<file path="config.mk">
export PLATFORM = sky130hd
export DESIGN_NAME = smm_cell
export DESIGN_NICKNAME = d
export VERILOG_FILES = /design/src/design/smm_pkg.sv /design/src/design/smm_cell.sv
export SDC_FILE = /design/constraint.sdc
export NUM_CORES = 1
export LEC_CHECK = 0
export ABC_AREA = 1
export BUFFER_PORTS_ARGS = -buffer_cell sky130_fd_sc_hd__buf_2
export CAP_MARGIN = 20
export CORE_UTILIZATION = 45
export DETAILED_ROUTE_END_ITERATION = 10
export HOLD_SLACK_MARGIN = 0.08
export PLACE_DENSITY = 0.74
export REMOVE_ABC_BUFFERS = 1
export SLEW_MARGIN = 5
export SYNTH_ARGS = -nofsm -noshare
export SYNTH_HDL_FRONTEND = slang
export SYNTH_SLANG_ARGS = --single-unit
export TNS_END_PERCENT = 100
</file>
<file path="constraint.sdc">
create_clock -name i_clk -period 5 [get_ports i_clk]
set_input_delay 0.25 -clock i_clk [delete_from_list [all_inputs] [get_ports i_clk]]
set_output_delay 0.25 -clock i_clk [all_outputs]
set_load 0.005 [all_outputs]
</file>
<file path="src/design/smm_pkg.sv">
// shared types and constants for the square matrix multiplier
`timescale 1ns / 1ps

package smm_pkg;

    localparam int MAX_SIZE_DEF = 16;   // default number of cells
    localparam int IDX_W        = 4;    // row and column index width
    localparam int SIZE_W       = 5;    // matrix size register width
    localparam int VAL_W        = 16;   // Q1.14 element width
    localparam int PROD_W       = 32;   // single product width
    localparam int ACC_W        = 36;   // accumulator width
    localparam int EMIT_LIM     = 16;   // largest size the index fields can address

    // word kinds carried in tuser
    localparam logic FUNC_STORE = 1'b0;
    localparam logic FUNC_LEFT  = 1'b1;

    // word travelling down the cell chain
    typedef struct packed {
        logic                    vld;
        logic                    func;
        logic                    fin;    // completes a row of the product
        logic [IDX_W-1:0]        row;
        logic [IDX_W-1:0]        col;
        logic signed [VAL_W-1:0] val;
    } t_tok;

endpackage

</file>
<file path="src/design/smm_cell.sv">
// one cell of the chain: a column of the right matrix and one accumulator
`timescale 1ns / 1ps

module smm_cell #(
    parameter int MAX_SIZE = smm_pkg::MAX_SIZE_DEF,
    parameter int CELL_IDX = 0
) (
    input  logic                             i_clk,
    input  logic                             i_rst_n,
    input  smm_pkg::t_tok                    i_tok,
    input  logic [smm_pkg::SIZE_W-1:0]       i_n,
    input  logic                             i_shift,
    input  logic signed [smm_pkg::ACC_W-1:0] i_nbr_acc,
    output smm_pkg::t_tok                    o_tok,
    output logic signed [smm_pkg::ACC_W-1:0] o_acc,
    output logic                             o_done
);
    import smm_pkg::*;

    localparam int AW = (MAX_SIZE > 1) ? $clog2(MAX_SIZE) : 1;
    localparam int EW = AW + IDX_W;
    localparam int CW = AW + IDX_W + 2;

    logic signed [VAL_W-1:0]  r_mem [MAX_SIZE];
    t_tok                     r_tok;
    logic signed [VAL_W-1:0]  r_a;
    logic signed [VAL_W-1:0]  r_b;
    logic                     r_mv;
    logic                     r_mfin;
    logic signed [PROD_W-1:0] r_p;
    logic                     r_pv;
    logic                     r_pfin;
    logic signed [ACC_W-1:0]  r_acc;
    logic signed [ACC_W-1:0]  n_acc;

    logic [EW-1:0] w_row_ext;
    logic [EW-1:0] w_col_ext;
    logic [AW-1:0] w_wr_addr;
    logic [AW-1:0] w_rd_addr;
    logic          w_wr_en;
    logic          w_active;    // cell index below the size in use
    logic          w_is_last;   // cell index is size minus one
    logic          w_tail;      // next cell is beyond the size in use

    assign w_row_ext = EW'(i_tok.row);
    assign w_col_ext = EW'(i_tok.col);
    assign w_wr_addr = w_row_ext[AW-1:0];
    assign w_rd_addr = w_col_ext[AW-1:0];

    assign w_wr_en = i_tok.vld && (i_tok.func == FUNC_STORE)
                  && (CW'(i_tok.col) == CW'(CELL_IDX))
                  && (CW'(i_tok.row) < CW'(MAX_SIZE));

    assign w_active  = CW'(CELL_IDX) < CW'(i_n);
    assign w_is_last = (CW'(CELL_IDX) + CW'(1)) == CW'(i_n);
    assign w_tail    = (CW'(CELL_IDX) + CW'(1)) >= CW'(i_n);

    // column store of the right matrix
    always_ff @(posedge i_clk) begin
        if (w_wr_en) begin
            r_mem[w_wr_addr] <= i_tok.val;
        end
        r_b <= r_mem[w_rd_addr];
    end

    // token hop and multiply pipeline payload
    always_ff @(posedge i_clk) begin
        r_a <= i_tok.val;
        r_p <= r_a * r_b;
    end

    always_ff @(posedge i_clk) begin
        if (!i_rst_n) begin
            r_tok  <= '0;
            r_mv   <= 1'b0;
            r_mfin <= 1'b0;
            r_pv   <= 1'b0;
            r_pfin <= 1'b0;
            r_acc  <= '0;
        end else begin
            r_tok  <= i_tok;
            r_mv   <= i_tok.vld && (i_tok.func == FUNC_LEFT) && w_active;
            r_mfin <= i_tok.fin;
            r_pv   <= r_mv;
            r_pfin <= r_mfin;
            r_acc  <= n_acc;
        end
    end

    // accumulate, or shift toward the head while the row drains
    always_comb begin
        n_acc = r_acc;
        if (r_pv) begin
            n_acc = r_acc + ACC_W'(r_p);
        end else if (i_shift && w_active) begin
            n_acc = w_tail ? '0 : i_nbr_acc;
        end
    end

    assign o_tok  = r_tok;
    assign o_acc  = r_acc;
    assign o_done = r_pv && r_pfin && w_is_last;

endmodule

</file>
# Yosys cells after proc, flatten, opt, wreduce, memory -nomap -nowiden
# Memories as Yosys holds them, arrays and structs flattened. A register that Yosys moved wholly into a read port is not among the register bits.
# Index checks and enable logic that the tools add are counted.
# totals
regBits	114
mem_bits_rw	256
n_memories	1
# op_classes
magnitude_cmp	2
bitwise	1
addsub	1
multipliers	1
mux	5
n_eq_ne	1
n_reduce_logical	9
# mem_list
name	words	width	rd	rd_ports_with_merged_regs	write_ports	line_no	text
r_mem	16	16	1	1	1	smm_cell.sv:24	logic signed [VAL_W-1:0] r_mem [MAX_SIZE];
# op_table
cell	count
$mux W36	3
$add A36 B32 Y36	1
$mul A16 B16 Y32	1
$logic_and A1 B1 Y1	7
$eq A1 B5 Y1 const A	1
$ge A1 B5 Y1 const A	1
$lt A1 B5 Y1 const A	1
$logic_not A4 Y1	1
$mux W1	2
$reduce_bool A2 Y1	1
$not A1 Y1	1

# Depth between registers and ports, before layout
# depth
word_depth	5
ltp_mapped	28
ltp_nobuf	26

# Worst setup path after synthesis
# No wires, ideal clock.
# synth_timing
path_type	register to register
start	register r_a[15]
end	register r_p[31]
required_ns	4.928
synth_period_minus_slack_ns	5.445
n_path_buf	1
path_stages_with_launch	19
slack_ns	-0.445
arrival_time_ns	5.373
path_cell_list	dfxtp_1 > clkbuf_1 > nand2_1 > inv_1 > fa_1 > fa_1 > inv_1 > fa_1 > fa_1 > fa_1 > fa_1 > inv_1 > ha_1 > nand2_1 > nor2_1 > nand4_1 > or2_2 > nand3_1 > xor2_1
# synth_via
elab_chain_cells	1
# synth_lines
element	line_no	text
start: declaration	smm_cell.sv:26	logic signed [VAL_W-1:0] r_a;
start signal: assignment	smm_cell.sv:68	r_a <= i_tok.val;
$mul A16 B16 Y32	smm_cell.sv:69	r_p <= r_a * r_b;
end signal: assignment	smm_cell.sv:69	
end: declaration	smm_cell.sv:30	logic signed [PROD_W-1:0] r_p;
# No other way between the ends.
# A chain may end at the register's enable or synchronous reset.

# Worst setup path in the final report
# layout_timing
start	register r_a[13]
end	register r_p[30]
# Same word-level chain as after synthesis.

==> results.json <==
{
  "status": "complete, but fails checks",
  "violations": "setup timing",
  "rows": 88,
  "grt_pass1_wl_um": 108000,
  "seq_area_frac_synth_pct": 38.8,
  "grt_pass1_vias": 21338,
  "synth_compound_area_share_pct": 8.34,
  "synth_edf_count": 256,
  "period_share_pct": 105,
  "final_max_slew_viol_count": 0,
  "yosysMostFrequentCell": "nand2_1",
  "diodes": 0,
  "gr-total-overflow": 0,
  "dieArea_mm2": 0.0599,
  "holdPathEnd": "r_mv",
  "maxCapViolations": 0,
  "viasPerCell": 5.16,
  "min_path_type": "in2reg",
  "fp.dieH_um": 245,
  "muxShareOfSynthArea_pct": 0.830,
  "synth_top_family_by_area": "adder cells",
  "start_util_pct": 45.8,
  "drive_above_1_share_pct": 20.7,
  "numCtsBuffers": 40,
  "synthTopCellsByArea": "edfxtp_1 (29%), fa_1 (20%), dfxtp_1 (9.8%), nand2_1 (8.2%), inv_1 (7.7%)",
  "area_delta_synth_final_pct": 22.3,
  "slowest_delay_ps": 610,
  "place.gp.congestion": 0.935,
  "ys_warn_count": 0,
  "max_freq_mhz": 191,
  "post-dp-hpwl_um": 49300,
  "synthArstFlopShare_pct": 0,
  "path_class": "reg2reg",
  "ys_types": 46,
  "start_kind": "flip-flop",
  "crit_fanout": 9,
  "syn_inst": 2872,
  "timing.slew.headroom_pct": 43.9,
  "grt_max_degree": 81,
  "core_area_mm2": 0.0579,
  "port_buffers": 134,
  "finalClockSkew_ps": 23.4,
  "r2r_start": "r_a[13]",
  "clk_latency_ps": 580,
  "final-setup-viol-count": 13,
  "finalInstanceArea_mm2": 0.0324,
  "rsz0062_at_grt": "yes",
  "finalWorstPathRequiredPeriod_ps": 5240,
  "netlist_area_mm2": 0.0265,
  "synth_seq_cells": 386,
  "hold_depth": 4,
  "r2r_end": "r_p[30]",
  "synth_fa_ha_area_share_pct": 25.4,
  "cp_common_cell": "fa_1",
  "synth_xor_area_share_pct": 1.49,
  "clockBufferDepth": 3,
  "tightest_slew_ps": 840,
  "wl_per_cell_um": 17.0,
  "critPathCaptureType": "flip-flop",
  "syn_area_per_cell_um2": 9.24,
  "fillers": 4862,
  "dpl_cell_area_mm2": 0.0292,
  "yosysTopAreaCell": "edfxtp_1",
  "synthSimpleGateAreaFrac_pct": 15.4,
  "yosys.area.top_type_share_pct": 29.0,
  "synth_common_cells": "nand2_1 (579), inv_1 (545), fa_1 (263), edfxtp_1 (256), nor2_1 (256)",
  "clkTransAtPathRegs_ps": 70,
  "fin_util_pct": 56.0,
  "cts_sinks": 386,
  "path_cells": "buf_4 > nand2_1 > inv_1 > fa_1 > inv_1 > fa_1 > fa_1 > fa_1 > fa_1 > fa_1 > inv_2 > ha_4 > buf_4 > nand2_4 > o21ai_0 > a21oi_1 > inv_1 > a21oi_1 > nand2_2 > xor2_1",
  "placed_cells_incl_taps": 3846,
  "ant_nets": 0,
  "ff2ff_path_depth": 20,
  "ys.flop_type": "edfxtp_1",
  "hold_viol_final": 0,
  "finish.net_count": 3672,
  "critPathSlowestCell": "fa_1",
  "grt_usage_pct": 22.6,
  "wirelength_um": 68200,
  "cts_tree": "yes",
  "antenna_found_initial": 0,
  "hp-start": "i_n[0]",
  "rrSetupSlack_ps": -240,
  "dr_total_vias": 20720,
  "ios": 135,
  "worst_ep_arrival_time_ps": 5720,
  "die_x_um": 245,
  "fin_ws_ps": -239,
  "worstPathRequired_ps": 5480,
  "drtPass1Iterations": 5,
  "cts-root-buf": "clkbuf_16",
  "first_iter_violations": 1330,
  "fin_cells": 4017,
  "h-tree-depth": 2,
  "drc": 0
}
cell type report:
type / count / area [µm²] / share of cell area, %
Clock buffer: 52 / 1100 / 3.38
Clock inverter: 21 / 156 / 0.482
Inverter: 550 / 2070 / 6.39
Multi-Input combinational cell: 1809 / 14500 / 44.7
Sequential cell: 386 / 10400 / 31.9
Tap cell: 765 / 957 / 2.95
Timing Repair Buffer: 434 / 3290 / 10.2
kinds of logic (layout without fill, tap and decap cells):
logic type,Yosys count,in the layout
simple gates,999,999
buf+inv,677,1057
flops,386,386
xor+xnor,45,45
fa+ha+maj,380,380
mux,22,22
compound gates,363,363
routing by layer:
layer,track usage [%],wire [µm],up-vias
met3,2.57,3750,142
met1,28.0,28000,10067
met5,0,0,-
li1,-,-,9831
met4,7.50,1940,0
met2,40.7,34400,680
repair_timing:
| action | 4_1_cts | 5_1_grt |
|---|---|---|
| hold buffers | 60 | 0 |
| setup endpoints to repair | 20 | 22 |
| hold endpoints to repair | 202 | 0 |
| resized for setup | 145 | 149 |
| pin swaps | 48 | 65 |
| setup buffers | 18 | 21 |
metrics by stage:
step	hold slack [ps]	TNS [ps]	worst slack (ps)
floorplan	278	-1890	-330
global placement	417	-4930	-383
finish	100	-2090	-239
global route	151	-5950	-454
CTS	103	-1630	-228
detailed placement	417	-6240	-467
flip-flops by register name, indices dropped and copies added (netlist names):
| register | cells |
|---|---|
| r_mv | 1 |
| r_a | 16 |
| r_mfin | 1 |
| r_mem | 256 |
| r_p | 32 |
| r_pv | 1 |
| r_pfin | 1 |
| o_tok | 26 |
| r_b | 16 |
| o_acc | 36 |
how the worst max path moves through the flow:
stage	start	to	cells past startpoint
floorplan	r_b[1]	r_p[31]	17
global placement	r_a[15]	r_p[26]	24
detailed placement	r_a[12]	r_p[26]	20
CTS	r_a[5]	r_p[27]	23
global route	r_a[5]	r_p[27]	22
finish	r_a[13]	r_p[30]	20
worst max-delay path, delay by kind of cell (launching register included):
kind	cells	cell delay, ps
XOR/XNOR	1	150
buffers and inverters	6	600
AO/OA/AOI/OAI	3	420
adder cells (fa/ha/maj)	7	3320
flip-flops	1	370
AND/OR/NAND/NOR	3	260
cells in the final DEF (no fill, tap or decap), types with 85 or more instances in the layout:
cell | synthesis | routed
nand3_1 | 96 | 85
nor2_1 | 256 | 241
ha_1 | 117 | 95
inv_1 | 545 | 518
edfxtp_1 | 256 | 256
nand2_1 | 579 | 539
fa_1 | 263 | 247
dfxtp_1 | 130 | 104
buf_4 | 7 | 204
o21ai_0 | 125 | 116
buf_2 | 15 | 132
Power is left out: the tool's default activity adds up to more than one toggle a clock period on the data nets, which glitch-free logic cannot reach.
